$ cat src/fab_pkg.sv
package fab_pkg;

    // Frame geometry
    localparam int POINTS   = 1024;
    localparam int IDX_W    = (POINTS > 1) ? $clog2(POINTS) : 1;

    // Field widths
    localparam int FUNC_W   = 2;
    localparam int PIDX_W   = 10;
    localparam int X_W      = 16;
    localparam int SAMPLE_W = 16;
    localparam int DIFF_W   = SAMPLE_W + 2;
    localparam int VAL_W    = 40;
    localparam int CNT_W    = 16;
    localparam int DIVR_W   = CNT_W + 1;

    // Register port
    localparam int PADDR_W  = 4;
    localparam int PDATA_W  = 32;

    // Input item kinds
    localparam logic [FUNC_W-1:0] FUNC_SAMPLE  = 2'd0;
    localparam logic [FUNC_W-1:0] FUNC_LOAD    = 2'd1;
    localparam logic [FUNC_W-1:0] FUNC_CLEAR   = 2'd2;
    localparam logic [FUNC_W-1:0] FUNC_RESTART = 2'd3;

    // Modes
    localparam logic [1:0] MODE_PASS = 2'd0;
    localparam logic [1:0] MODE_ACC  = 2'd1;
    localparam logic [1:0] MODE_BASE = 2'd2;

    // Register indexes (word address)
    localparam logic [1:0] REG_MODE   = 2'd0;
    localparam logic [1:0] REG_TARGET = 2'd1;
    localparam logic [1:0] REG_DIV_EN = 2'd2;

    // Request to the point stores
    typedef struct packed {
        logic                       rd_en;
        logic                       base_we;
        logic                       sum_we;
        logic [IDX_W-1:0]           addr;
        logic signed [SAMPLE_W-1:0] base_wdata;
        logic signed [VAL_W-1:0]    sum_wdata;
    } t_store_req;

    // Point index folded onto the store depth
    function automatic logic [IDX_W-1:0] to_idx(input logic [PIDX_W-1:0] pidx);
        logic [31:0] t;
        t = 32'(pidx) % POINTS;
        return t[IDX_W-1:0];
    endfunction

endpackage

$ cat src/fab_div.sv
module fab_div (
    input  logic                               i_clk,
    input  logic                               i_rst_n,
    input  logic                               i_start,
    input  logic signed [fab_pkg::VAL_W-1:0]   i_dividend,
    input  logic [fab_pkg::DIVR_W-1:0]         i_divisor,
    output logic                               o_done,
    output logic signed [fab_pkg::VAL_W-1:0]   o_quot
);

    localparam int STEP_W = $clog2(fab_pkg::VAL_W);
    localparam logic [STEP_W-1:0] LAST_STEP = STEP_W'(fab_pkg::VAL_W - 1);

    localparam logic [1:0] P_IDLE = 2'd0;
    localparam logic [1:0] P_ABS  = 2'd1;
    localparam logic [1:0] P_RUN  = 2'd2;
    localparam logic [1:0] P_FIX  = 2'd3;

    logic [1:0]                    r_phase;
    logic [STEP_W-1:0]             r_cnt;
    logic                          r_done;
    logic                          r_neg;
    logic [fab_pkg::VAL_W-1:0]     r_quo;
    logic [fab_pkg::DIVR_W-1:0]    r_rem;
    logic [fab_pkg::DIVR_W-1:0]    r_dvs;
    logic signed [fab_pkg::VAL_W-1:0] r_quot;

    logic [fab_pkg::DIVR_W:0]      c_shift;
    logic                          c_ge;
    logic [fab_pkg::DIVR_W:0]      c_rem;

    // One restoring step per cycle
    always_comb begin
        c_shift = {r_rem, r_quo[fab_pkg::VAL_W-1]};
        c_ge    = (c_shift >= {1'b0, r_dvs});
        c_rem   = c_ge ? (c_shift - {1'b0, r_dvs}) : c_shift;
    end

    // Sequencer
    always_ff @(posedge i_clk) begin
        if (!i_rst_n) begin
            r_phase <= P_IDLE;
            r_cnt   <= '0;
            r_done  <= 1'b0;
        end else begin
            r_done <= 1'b0;
            case (r_phase)
                P_IDLE: begin
                    if (i_start) begin
                        r_phase <= P_ABS;
                    end
                end
                P_ABS: begin
                    r_cnt   <= '0;
                    r_phase <= P_RUN;
                end
                P_RUN: begin
                    r_cnt <= r_cnt + 1'b1;
                    if (r_cnt == LAST_STEP) begin
                        r_phase <= P_FIX;
                    end
                end
                P_FIX: begin
                    r_done  <= 1'b1;
                    r_phase <= P_IDLE;
                end
                default: r_phase <= P_IDLE;
            endcase
        end
    end

    // Datapath: magnitude, shift-subtract, sign fix
    always_ff @(posedge i_clk) begin
        case (r_phase)
            P_IDLE: begin
                if (i_start) begin
                    r_quo <= i_dividend;
                    r_neg <= i_dividend[fab_pkg::VAL_W-1];
                    r_dvs <= i_divisor;
                end
            end
            P_ABS: begin
                r_quo <= r_neg ? (~r_quo + 1'b1) : r_quo;
                r_rem <= '0;
            end
            P_RUN: begin
                r_rem <= c_rem[fab_pkg::DIVR_W-1:0];
                r_quo <= {r_quo[fab_pkg::VAL_W-2:0], c_ge};
            end
            P_FIX: begin
                r_quot <= r_neg ? -$signed(r_quo) : $signed(r_quo);
            end
            default: ;
        endcase
    end

    assign o_done = r_done;
    assign o_quot = r_quot;

endmodule

$ cat config.mk
export PLATFORM = sky130hd
export DESIGN_NAME = fab_div
export DESIGN_NICKNAME = d
export VERILOG_FILES = /design/src/fab_pkg.sv /design/src/fab_div.sv
export SDC_FILE = /design/constraint.sdc
export NUM_CORES = 1
export LEC_CHECK = 0
export ABC_CLOCK_PERIOD_IN_PS = 6000
export BUFFER_PORTS_ARGS = -buffer_cell sky130_fd_sc_hd__buf_2
export CAP_MARGIN = 20
export CELL_PAD_IN_SITES_DETAIL_PLACEMENT = 1
export CELL_PAD_IN_SITES_GLOBAL_PLACEMENT = 2
export CORE_ASPECT_RATIO = 0.9
export CORE_MARGIN = 2
export CORE_UTILIZATION = 37
export DETAILED_ROUTE_END_ITERATION = 10
export PLACE_DENSITY = 0.91
export SKIP_CTS_REPAIR_TIMING = 1
export SYNTH_ARGS = -nofsm -noshare
export SYNTH_HDL_FRONTEND = slang
export SYNTH_SLANG_ARGS = --single-unit
$ cat constraint.sdc
create_clock -name i_clk -period 6 [get_ports i_clk]
set_input_delay 0.6 -clock i_clk [delete_from_list [all_inputs] [get_ports i_clk]]
set_output_delay 0.6 -clock i_clk [all_outputs]
set_load 0.05 [all_outputs]
Word level (Yosys, flattened, before mapping)
Index checks and enable logic that the tools add are counted.
W data, S select, Z words.
{ "classes": {"n_lt_le_gt_ge": 1, "eq_ne": 7, "mux": 11, "bitwise_logic": 1, "add_sub_neg": 4, "n_reduce_logical": 6} }
{ "ops": {"columns": ["op", "count"], "rows": [
  ["$mux W40", 3],
  ["$pmux W40 S3", 1],
  ["$add A40 B1 Y40 const B", 1],
  ["$neg A40 Y40", 1],
  ["$not A40 Y40", 1],
  ["$pmux W17 S2", 1],
  ["$ge A18 B17 Y1", 1],
  ["$mux W17", 1],
  ["$sub A17 B17 Y17", 1],
  ["$pmux W6 S2", 1],
  ["$pmux W2 S4", 1],
  ["$add A6 B1 Y6 const B", 1],
  ["$eq A6 B6 Y1 const B", 1],
  ["$ne A2 B2 Y1 const B", 3],
  ["$eq A2 B2 Y1 const B", 2],
  ["$mux W2", 2],
  ["$reduce_and A2 Y1", 2],
  ["$reduce_and A3 Y1", 1],
  ["$reduce_bool A3 Y1", 1],
  ["$eq A2 B1 Y1 const B", 1],
  ["$logic_not A2 Y1", 1],
  ["$reduce_bool A2 Y1", 1],
  ["$mux W1", 1]
]} }
{ "word_totals": {"input_bits": 60, "regBits": 124} }

Logic depth before layout (Yosys ltp)
Gate-level depths: netlist (run 1).
{ "logic_depth": {"depth_word": 4, "depth_mapped": 10} }

Worst setup path before layout (run 1)
Ideal clock, no wire load.
{ "synth_path": {"path_kind": "reg-to-reg", "from": "reg r_phase[0]", "to": "reg r_quo[0] (netlist bit) (enable)", "required_ps": 5513, "arrival_time_ps": 3952, "path_stages_with_launch": 3, "slack_ps": 1560, "setup_ps": 487, "cell_sequence": "dfxtp_1 > ha_1 > nor3_1"} }
{ "synth_via": {"elab_chain_len": 3} }
{ "synth_lines": {"columns": ["item", "line", "text"], "rows": [
  ["start: declaration", "fab_div.sv:19", "logic [1:0] r_phase;"],
  ["start signal: assignment", "fab_div.sv:42", "r_phase <= P_IDLE;"],
  ["start signal: assignment", "fab_div.sv:50", "r_phase <= P_ABS;"],
  ["start signal: assignment", "fab_div.sv:55", "r_phase <= P_RUN;"],
  ["$eq A2 B1 Y1 (tied with other cells)", "fab_div.sv:74", "case (r_phase)"],
  ["$ne A2 B2 Y1 (no source line) or $reduce_bool A3 Y1 (tied branches)", null, null],
  ["$reduce_and A3 Y1 (no source line) (*)", null, null],
  ["end signal: assignment", "fab_div.sv:77", "r_quo <= i_dividend;"],
  ["end signal: assignment", "fab_div.sv:83", "r_quo <= r_neg ? (~r_quo + 1'b1) : r_quo;"],
  ["end signal: assignment", "fab_div.sv:88", "r_quo <= {r_quo[fab_pkg::VAL_W-2:0], c_ge};"],
  ["end: declaration", "fab_div.sv:23", "logic [fab_pkg::VAL_W-1:0] r_quo;"]
]} }
Every way passes the cells marked *; elsewhere a longest branch is shown, timed or not.
A chain may end at the register's enable or synchronous reset.

Worst setup path after layout (run 1)
{ "layout_path": {"from": "reg r_quo[39] (netlist bit)", "to": "reg r_rem[15] (netlist bit), data pin"} }
{ "layout_via": {"elab_chain_len": 3} }
{ "layout_lines": {"columns": ["item", "line", "text"], "rows": [
  ["$sub A17 B17 Y17 or $ge A18 B17 Y1 (tied branches)", "fab_div.sv:36, fab_div.sv:35", null],
  ["$mux W17 (*)", "fab_div.sv:36", "c_rem = c_ge ? (c_shift - {1'b0, r_dvs}) : c_shift;"],
  ["$pmux W17 S2 (*)", "fab_div.sv:74", null],
  ["end signal: assignment", "fab_div.sv:87", "r_rem <= c_rem[fab_pkg::DIVR_W-1:0];"],
  ["end: declaration", "fab_div.sv:24", "logic [fab_pkg::DIVR_W-1:0] r_rem;"]
]} }
Marks and branches as above.

==> results of run 1 <==
==> per-layer routing <==
layer  wire length, um  GRT usage  up-vias
met4               351     0.0665        0
met2              8950      0.300      142
li1                  -          -     2746
met3               930     0.0440       25
met1              9110      0.263     2829
met5                 0          0        -
==> flip-flops by register name (all words and copies together), names as in the netlist <==
| signal | count |
|---|---|
| r_quo | 40 |
| r_dvs | 17 |
| o_quot | 40 |
| r_neg | 1 |
| r_phase | 2 |
| r_cnt | 6 |
| o_done | 1 |
| r_rem | 17 |
==> cell usage in the layout (no fill, tap or decap), types with 11 or more instances in the layout <==
cell type,instances
nor2b_1,11
nand2_1,56
xor2_1,17
nor3_1,16
buf_2,100
a21oi_1,30
clkbuf_16,17
a22oi_1,19
nand3_1,12
o21ai_0,53
inv_1,26
edfxtp_1,115
ha_1,22
xnor2_1,65
or3_1,18
nor2_1,53
==> per-stage QoR <==
stage / power [W] / hold slack (ns) / util / setup WS (ns) / std cells
after detailed placement: 0.00417 / 0.513 / 0.415 / 2.49 / 1015
after global routing: 0.00557 / 0.330 / 0.446 / 2.26 / 1047
after global placement: 0.00410 / 0.499 / 0.415 / 2.64 / 1015
after CTS: 0.00524 / 0.339 / 0.446 / 2.46 / 1046
final: 0.00523 / 0.351 / 0.446 / 2.52 / 1047
after floorplan: 0.00351 / 0.479 / - / 1.56 / 697
==> worst paths after layout <==
| check | to | slack, ns | cells past startpoint |
|---|---|---|---|
| setup / recovery | r_rem[15] | 2.52 | 9 |
| hold / removal | r_dvs[3] | 0.35 | 1 |
| setup reg to reg | r_rem[15] | 2.52 | 9 |
| hold reg to reg | r_cnt[5] | 0.53 | 2 |
==> Yosys cell counts, drive strengths merged, types with 5 or more instances <==
| library cell | n |
|---|---|
| a211oi | 5 |
| a31oi | 7 |
| nor3 | 17 |
| nand4 | 7 |
| o22ai | 5 |
| a221oi | 9 |
| nor2b | 11 |
| edfxtp | 115 |
| a221o | 6 |
| o21ai | 58 |
| or2 | 7 |
| xor2 | 17 |
| o31ai | 5 |
| clkbuf | 31 |
| a21o | 6 |
| nand2b | 8 |
| nand2 | 56 |
| a22oi | 19 |
| and2 | 6 |
| ha | 24 |
| or4 | 6 |
| inv | 26 |
| buf | 8 |
| dfxtp | 9 |
| nor2 | 53 |
| or3 | 26 |
| nand3 | 12 |
| a21oi | 30 |
| xnor2 | 65 |
| o211ai | 9 |
==> worst reg2reg max path, stage by stage (launching register included) <==
cell and delay, ns:
edfxtp_1 0.43, inv_1 0.07, ha_1 0.22, fa_1 0.39, nand2b_1 0.18, a211oi_1 0.56
o31a_1 0.26, o2111a_1 0.59, o21ai_0 0.29, o32ai_1 0.32
==> cell families after synthesis <==
family	count (synthesis)	synth area share
simple gates	222	0.158
flops	124	0.502
fa+ha+maj	25	0.0443
buf+inv	65	0.0354
compound gates	175	0.155
xor+xnor	82	0.0993
mux	4	0.00571
==> power breakdown <==
part | internal [W] | leakage (nW) | switching [W]
registers | 0.00148 | 1.18 | 0.000344
clock network | 0.000646 | 0.281 | 0.000387
logic | 0.000875 | 1.73 | 0.00150
total | 0.00300 | 3.19 | 0.00223
==> area by class of cell <==
type	count	area [sq um]
clock buffer	18	429
clock inverter	13	150
fill	2125	10600
inverter	26	97.6
multi-input combinational	508	3360
sequential	124	3630
tap	250	313
timing repair buffer	108	561
==> reports/qor.yml, run 1 <==
antenna_cells: 0
setup_tns_ns: 0
seq_area_frac_synth: 0.502
syn_area_per_cell_sq_um: 10.4
route.vias.total: 5742
r2r_start: "r_quo[39]"
core.rowCount: 48
setup_viol: 0
period_share: 0.579
antenna_found_initial: 0
ys_types: 58
pin_count: 101
drtIter0Drc: 398
port_buffers: 100
grt_max_degree: 43
final_hold_viol_count: 0
gp_congestion: 0.810
synthCells: 697
drc: 0
max_slew_margin: 0.294
max_freq_mhz: 288
cp-start-kind: "register"
dp_hpwl_mm: 13.3
path_buf_inv: 1
drv_slew: 0
tritoncts: "yes"
layout_min_cycle_time_ns: 3.48
synth_fp_nets: 782
slowest_stage: "o2111a_1"
clockBufferDepth: 2
tightestPinTransition_ns: 1.06
vias_per_cell: 5.48
ys_ff_latch: 124
maxCapViolCount: 0
async_flop_share: 0
cts_made_buffers: 17
grt_pass1_wl_mm: 30.6
fin_worst_skew_ns: 0.00942
ant_nets: 0
clk_latency_ns: 0.42
die_area_sq_um: 20700
cp_cell_sequence: "inv_1 > ha_1 > fa_1 > nand2b_1 > a211oi_1 > o31a_1 > o2111a_1 > o21ai_0 > o32ai_1"
max-vdd-ir-drop_uv: 308
path_clk_slew_ns: 0.06
yosys_warnings: 0
synth-edff-count: 115
nNetsFinal: 870
die_h_um: 137
worstHoldPathType: "in2reg"
fp.coreArea_sq_um: 19200
p_per_area_nw_per_um2: 612
drive_gt1_frac: 0.198
yosys-top-cells-area: "edfxtp_1, xnor2_1, ha_1, o21ai_0, nand2_1"
firstDrtPassIters: 6
grt.overflow.total: 0
grt_pass1_vias: 5744
grtUsageTotal: 0.192
max_stage_delay_ns: 0.59
worst-path-max-fanout: 15
synth_top_area_cell: "edfxtp_1"
arrival_ns: 3.72
critPathTopFamily: "compound AO/OA/AOI/OAI gates"
start_util: 0.378
area_growth_syn_to_layout_pct: 18.1
htree_num_levels: 4
rsz0062_at_grt: "false"
p_leak_nw: 3.19
outcome: "completed"
critPathRequiredTime_ns: 6.24
cts_sinks: 124
netlist.area_leader.share: 0.477
die_x_um: 151
path_class: "reg2reg"
syn_area_sq_um: 7240
final_area_sq_um: 8540
endpoint_kind: "register"
critPathLaunch: "r_quo[39]"
dpl_cell_area_sq_um: 7960
ctsRootBufferMaster: "clkbuf_16"
wirelength_mm: 19.3
min-delay-start: "i_divisor[3]"
synthFlopType: "edfxtp_1"
post_drt_wl_per_cell_um: 18.5
(Power assumes the default switching activity.)
==> run 2: changes to the inputs <==
--- a/config.mk
+++ b/config.mk
@@ -5,16 +5,17 @@
 export SDC_FILE = /design/constraint.sdc
 export NUM_CORES = 1
 export LEC_CHECK = 0
-export ABC_CLOCK_PERIOD_IN_PS = 6000
+export ABC_AREA = 1
+export ABC_CLOCK_PERIOD_IN_PS = 2800
 export BUFFER_PORTS_ARGS = -buffer_cell sky130_fd_sc_hd__buf_2
 export CAP_MARGIN = 20
 export CELL_PAD_IN_SITES_DETAIL_PLACEMENT = 1
 export CELL_PAD_IN_SITES_GLOBAL_PLACEMENT = 2
 export CORE_ASPECT_RATIO = 0.9
 export CORE_MARGIN = 2
-export CORE_UTILIZATION = 37
+export CORE_UTILIZATION = 31
 export DETAILED_ROUTE_END_ITERATION = 10
-export PLACE_DENSITY = 0.91
+export PLACE_DENSITY = 0.88
 export SKIP_CTS_REPAIR_TIMING = 1
 export SYNTH_ARGS = -nofsm -noshare
 export SYNTH_HDL_FRONTEND = slang
==> constraint.sdc (replaced) <==
create_clock -name i_clk -period 2.8 [get_ports i_clk]
set_input_delay 0.28 -clock i_clk [delete_from_list [all_inputs] [get_ports i_clk]]
set_output_delay 0.28 -clock i_clk [all_outputs]
set_load 0.05 [all_outputs]
==> run 2 against run 1 <==
  * Sequential power increased by 100%
  * Setup slack worse by 2.1 ns
  * Clock power increased by 130%
  * Count of clock-buffer cells in the layout down 1
  * Cell count increased by 40%
  * Highest routed layer unchanged
  * Non-clock buffer count increased by 2
  * Largest power group unchanged
==> reports/qor.yml, run 2 <==
power.total_w: 0.0118  # +130%
drive_gt1_frac: 0.156  # -0.0419
post_drt_wl_per_cell_um: 17.1  # -7.2%
grt_max_degree: 65  # +51%
worst_hold_slack_ns: 0.0165  # -0.335 ns
core.rowCount: 55  # +15%
vias_per_cell: 4.92  # -10%
antenna_found_initial: 0  # unchanged
firstDrtPassIters: 5  # -1
dpl_cell_area_sq_um: 8710  # +9.4%
dp.cells: 1429  # +41%
worst-path-max-fanout: 23  # +8
cp-start-kind: "register"
async_flop_share: 0  # unchanged
worstHoldPathType: "in2reg"
final_area_sq_um: 9300  # +8.9%
max_slew_margin: 0.443  # +0.149
ff2ff_setup_slack_ns: 0.38  # -2.15 ns
min_path_cells: 1  # unchanged
syn_area_sq_um: 7810  # +8.0%
die_area_sq_um: 26500  # +28%
grtUsageTotal: 0.196  # +0.00448
path_class: "reg2reg"
period_share: 0.865  # +0.286
nNetsFinal: 1191  # +37%
maxCapViolCount: 0  # unchanged
nFillCells: 3086  # +45%
max-vdd-ir-drop_uv: 530  # +72%
htree_num_levels: 4  # unchanged
ant_nets: 0  # unchanged
synthCells: 1008  # +45%
ys_types: 40  # -31%
setup_viol: 0  # unchanged
tightestPinTransition_ns: 0.834  # -0.225 ns
pin_count: 101  # unchanged
hold_end: "r_dvs[6]"
stdcell_count: 1461  # +40%
synth-edff-count: 115  # unchanged
grt_pass1_wl_mm: 40.0  # +31%
wirelength_mm: 25.0  # +29%
yosysMostFrequentCell: "nand2_1"
drv_slew: 0  # unchanged
max_freq_mhz: 413  # +44%
dp_hpwl_mm: 18.1  # +37%
grt.overflow.total: 0  # unchanged
min-delay-start: "i_divisor[6]"
ctsRootBufferMaster: "clkbuf_16"
route.vias.total: 7188  # +25%
critPathRequiredTime_ns: 2.99  # -3.25 ns
arrival_ns: 2.61  # -1.11 ns
cts_sinks: 124  # unchanged
final_hold_viol_count: 0  # unchanged
yosys_warnings: 0  # unchanged
synth_fp_nets: 1093  # +40%
layout_min_cycle_time_ns: 2.42  # -1.05 ns
port_buffers: 100  # unchanged
endpoint_kind: "register"
syn_area_per_cell_sq_um: 7.75  # -25%
fp.coreArea_sq_um: 25000  # +30%
netlist.area_leader.share: 0.442  # -0.0352
layout_common_cells: "nand2_1, nor2_1, inv_1"
setup_tns_ns: 0  # unchanged
antenna_cells: 0  # unchanged
grt_pass1_vias: 7425  # +29%
mostFrequentLayoutCell: "nand2_1"
r2r_start: "r_quo[39]"
r2r-end: "r_rem[2]"
clockBufferDepth: 2  # unchanged
seq_area_frac_synth: 0.465  # -0.0371
cts_made_buffers: 17  # unchanged
synthFlopType: "edfxtp_1"
reg2reg_depth: 11  # +2
synth_top_area_cell: "edfxtp_1"
tritoncts: "yes"
regArea_sq_um: 3630  # unchanged
p_leak_nw: 4.04  # +27%
p_per_area_nw_per_um2: 1270  # +110%
drtIter0Drc: 440  # +11%
gp_congestion: 0.866  # +7.0%
start_util: 0.313  # -0.0649
path_clk_slew_ns: 0.07  # about the same
ys_top_cells_by_count: "nand2_1, nor2_1, inv_1"
outcome: "completed"
yosys-top-cells-area: "edfxtp_1, nand2_1, nor2_1, a21oi_1, inv_1"
die_h_um: 155  # +13%
die_x_um: 171  # +13%
fin_worst_skew_ns: 0.0196  # +0.0102 ns
multiInputGateArea_sq_um: 3590  # +6.9%
ys_ff_latch: 124  # unchanged
area_growth_syn_to_layout_pct: 19.1
rsz0062_at_grt: "false"
clk_latency_ns: 0.44  # +0.02 ns
drc: 0  # unchanged
## run 2: area by class of cell
type                    count  share of cell area
clock buffers              17              0.0457
clock inverters            15              0.0184
inverters                 124              0.0500
multi-input cells         729               0.386
flip-flops and latches    124               0.391
well taps                 342              0.0460
repair buffers            110              0.0632
## run 2: metal layers
layer  wire, um  up-vias  track usage
li1           -     3527            -
met1      12400     3479        0.280
met2      11300      155        0.311
met3        945       27       0.0317
met4        365        0       0.0480
met5          0        -            0
## run 2: how the worst max path moves through the flow
| stage | end | cells after the start | slack [ns] | from |
|---|---|---|---|---|
| floorplan | r_quo[0] | 2 | 0.09 | r_phase[0] |
| global placement | r_rem[11] | 11 | 0.52 | r_quo[39] |
| detailed placement | r_rem[4] | 11 | 0.38 | r_quo[39] |
| CTS | r_rem[4] | 11 | 0.39 | r_quo[39] |
| global route | r_rem[14] | 11 | 0.18 | r_quo[39] |
| finish | r_rem[2] | 11 | 0.38 | r_quo[39] |
## run 2: per-stage QoR
stage | setup WS (ns) | util
floorplan | 0.0875 | -
global placement | 0.520 | 0.349
detailed placement | 0.381 | 0.349
CTS | 0.389 | 0.372
global route | 0.176 | 0.372
finish | 0.379 | 0.372
## run 2: power breakdown
| part | internal [W] | switching (W) | total [W] |
|---|---|---|---|
| clock | 0.00134 | 0.000989 | 0.00233 |
| combinational | 0.00171 | 0.00402 | 0.00574 |
| sequential | 0.00310 | 0.000597 | 0.00370 |
## run 2: cell families after synthesis
logic type	count (synthesis)	share of synthesized area
buffers and inverters	155	0.0778
XOR/XNOR	18	0.0202
AO/OA/AOI/OAI	149	0.0972
adder cells (fa/ha/maj)	25	0.0410
AND/OR/NAND/NOR	537	0.299
flip-flops	124	0.465
## run 2: worst max-delay path, cell delays in order (launching register included)
cell and delay, ns:
edfxtp_1 0.38, inv_1 0.09, ha_1 0.23, fa_1 0.42, inv_1 0.10, nand3_1 0.14
nand3_2 0.15, nand3_4 0.17, nand2_4 0.28, nand2_1 0.10, nand2_1 0.07, nor2_1 0.04
==> run 3: changes to the inputs <==
--- a/config.mk
+++ b/config.mk
@@ -6,7 +6,7 @@
 export NUM_CORES = 1
 export LEC_CHECK = 0
 export ABC_AREA = 1
-export ABC_CLOCK_PERIOD_IN_PS = 2800
+export ABC_CLOCK_PERIOD_IN_PS = 2080
 export BUFFER_PORTS_ARGS = -buffer_cell sky130_fd_sc_hd__buf_2
 export CAP_MARGIN = 20
 export CELL_PAD_IN_SITES_DETAIL_PLACEMENT = 1
==> constraint.sdc (replaced) <==
create_clock -name i_clk -period 2.08 [get_ports i_clk]
set_input_delay 0.208 -clock i_clk [delete_from_list [all_inputs] [get_ports i_clk]]
set_output_delay 0.208 -clock i_clk [all_outputs]
set_load 0.05 [all_outputs]
==> run 3 against run 2 <==
  * The run now ends with negative setup slack left
  * Die area stayed put
  * Critical path type unchanged
  * Count of clock-buffer cells in the layout is 1 higher
  * Fmax is 11% higher
  * Worst hold slack better by 0.0036 ns
  * Power is 52% higher
  * Setup slack worse by 0.47 ns
  * Largest cell class is now multi-input gates
  * Flip-flop and latch count stayed put
  * Non-clock buffer count is 74 higher
==> reports/qor.yml, run 3 (synthesis results as in run 2) <==
slowest_stage: "fa_2"
ff2ff_setup_slack_ns: -0.09  # -0.47 ns
layout_common_cells: "nand2_1, nor2_1, inv_1"
route.vias.total: 7591  # +5.6%
die_area_sq_um: 26500  # unchanged
critPathRequiredTime_ns: 2.37  # -0.62 ns
hold_end: "r_dvs[0]"
nNetsFinal: 1268  # +6.5%
grtUsageTotal: 0.199  # +0.00306
mostFrequentLayoutCell: "nand2_1"
path_clk_slew_ns: 0.05  # -0.02 ns
clk_latency_ns: 0.44  # about the same
drv_slew: 0  # unchanged
grt_pass1_wl_mm: 40.6  # +1.4%
antenna_cells: 0  # unchanged
grt.overflow.total: 0  # unchanged
p_int_w: 0.00948  # +54%
reg2reg_depth: 11  # unchanged
maxCapViolCount: 0  # unchanged
port_buffers: 100  # unchanged
fp.coreArea_sq_um: 25000  # unchanged
die_h_um: 155  # unchanged
final_hold_viol_count: 0  # unchanged
p_clk_frac: 0.168  # -0.030
rsz0062_at_grt: "true"
drtIter0Drc: 446  # +1.4%
arrival_ns: 2.46  # -0.15 ns
cp_cell_sequence: "inv_1 > ha_2 > fa_2 > inv_2 > nand3_4 > nand3_4 > nand3_4 > buf_12 > nand2_8 > nand2_4 > a21oi_2"
ctsRootBufferMaster: "clkbuf_16"
worstHoldPathType: "in2reg"
htree_num_levels: 4  # unchanged
worst-path-max-fanout: 5  # -78%
r2r_start: "r_quo[39]"
violations: "negative setup slack"
start_util: 0.313  # unchanged
vias_per_cell: 4.94  # +0.32%
core.rowCount: 55  # unchanged
setup_tns_ns: -0.893  # -0.893 ns
cp-start-kind: "register"
setup_viol: 18  # +18
seqPwrFrac: 0.279  # -0.035
cts_made_buffers: 17  # unchanged
p_comb_frac: 0.552  # +0.064
period_share: 1.04  # +0.180
area_growth_syn_to_layout_pct: 34.1
outcome: "complete, but fails checks"
gp_congestion: 0.905  # +4.5%
ant_nets: 0  # unchanged
tritoncts: "yes"
path_class: "reg2reg"
fin_worst_skew_ns: 0.0101  # -0.00959 ns
fin_ws_ns: -0.0928  # -0.471 ns
p_per_area_nw_per_um2: 1710  # +35%
min-delay-start: "i_divisor[0]"
netSwitchingFraction: 0.470  # -0.00686
grt_max_degree: 47  # -28%
min_path_cells: 1  # unchanged
dp_hpwl_mm: 18.8  # +3.7%
max_slew_margin: 0.701  # +0.257
pin_count: 101  # unchanged
max_stage_delay_ns: 0.43  # about the same
power.total_w: 0.0179  # +52%
max_freq_mhz: 460  # +11%
die_x_um: 171  # unchanged
tightestPinTransition_ns: 0.449  # -0.385 ns
firstDrtPassIters: 5  # unchanged
layout_min_cycle_time_ns: 2.17  # -0.249 ns
antenna_found_initial: 0  # unchanged
clockBufferDepth: 2  # unchanged
r2r-end: "r_rem[0]"
post_drt_wl_per_cell_um: 17.7  # +3.1%
p_leak_nw: 4.48  # +11%
max-vdd-ir-drop_uv: 653  # +23%
endpoint_kind: "register"
cpMostUsedCell: "nand3_4"
drive_gt1_frac: 0.259  # +0.103
p_switching_w: 0.00840  # +50%
cts_sinks: 124  # unchanged
grt_pass1_vias: 7564  # +1.9%
wirelength_mm: 27.2  # +8.5%
drc: 0  # unchanged
==> run 3: per-stage QoR <==
stage / instances / hold WS [ns] / area [sq um] / utilization / worst slack, ns
after floorplan: 1008 / 0.306 / 7860 / - / -0.291
after global placement: 1467 / 0.387 / 9020 / 0.361 / -0.0278
after detailed placement: 1467 / 0.387 / 9020 / 0.361 / -0.0565
after CTS: 1499 / -0.0658 / 9590 / 0.384 / -0.104
after global routing: 1538 / 0.00465 / 10500 / 0.420 / -0.189
final: 1538 / 0.0201 / 10500 / 0.420 / -0.0928
==> run 3: worst max-delay path by stage <==
stage | startpoint | endpoint | slack [ns] | cells after the start
after floorplan | r_phase[1] | r_quo[0] | -0.29 | 5
after global placement | r_rem[12] | r_rem[14] | -0.03 | 12
after detailed placement | r_quo[39] | r_rem[4] | -0.06 | 11
after CTS | r_rem[12] | r_rem[13] | -0.10 | 12
after global routing | r_rem[2] | r_rem[0] | -0.19 | 12
final | r_quo[39] | r_rem[0] | -0.09 | 11
==> run 3: layout make-up <==
class / count / area, sq um
Clock buffer: 18 / 429
Multi-Input combinational cell: 732 / 4100
Fill cell: 3053 / 14500
Sequential cell: 124 / 3630
Inverter: 124 / 465
Timing Repair Buffer: 184 / 1280
Tap cell: 342 / 428
Clock inverter: 14 / 146
==> run 3: critical path: cells and delay by family (launching register included) <==
| family | cells | cell delay [ns] |
|---|---|---|
| adders and majority gates | 2 | 0.62 |
| and+or+nand+nor | 5 | 0.53 |
| buffers and inverters | 3 | 0.39 |
| DFF | 1 | 0.36 |
| AOI/OAI and AO/OA | 1 | 0.13 |
==> run 3: power by group through the flow <==
| stage | Combinational (W) | Sequential (W) | Clock (W) |
|---|---|---|---|
| detailed placement | 0.00823 | 0.00493 | 0 |
| CTS | 0.00832 | 0.00489 | 0.00304 |
| floorplan | 0.00535 | 0.00514 | 0 |
| global placement | 0.00807 | 0.00489 | 0 |
| finish | 0.00987 | 0.00500 | 0.00301 |
| global route | 0.0109 | 0.00511 | 0.00314 |
==> run 3: per-layer routing <==
layer  GRT usage  up-vias  wire [um]
met5           0        -          0
met3      0.0343       36       1160
met2       0.307      183      12400
li1            -     3687          -
met4      0.0553        0        536
met1       0.288     3685      13000
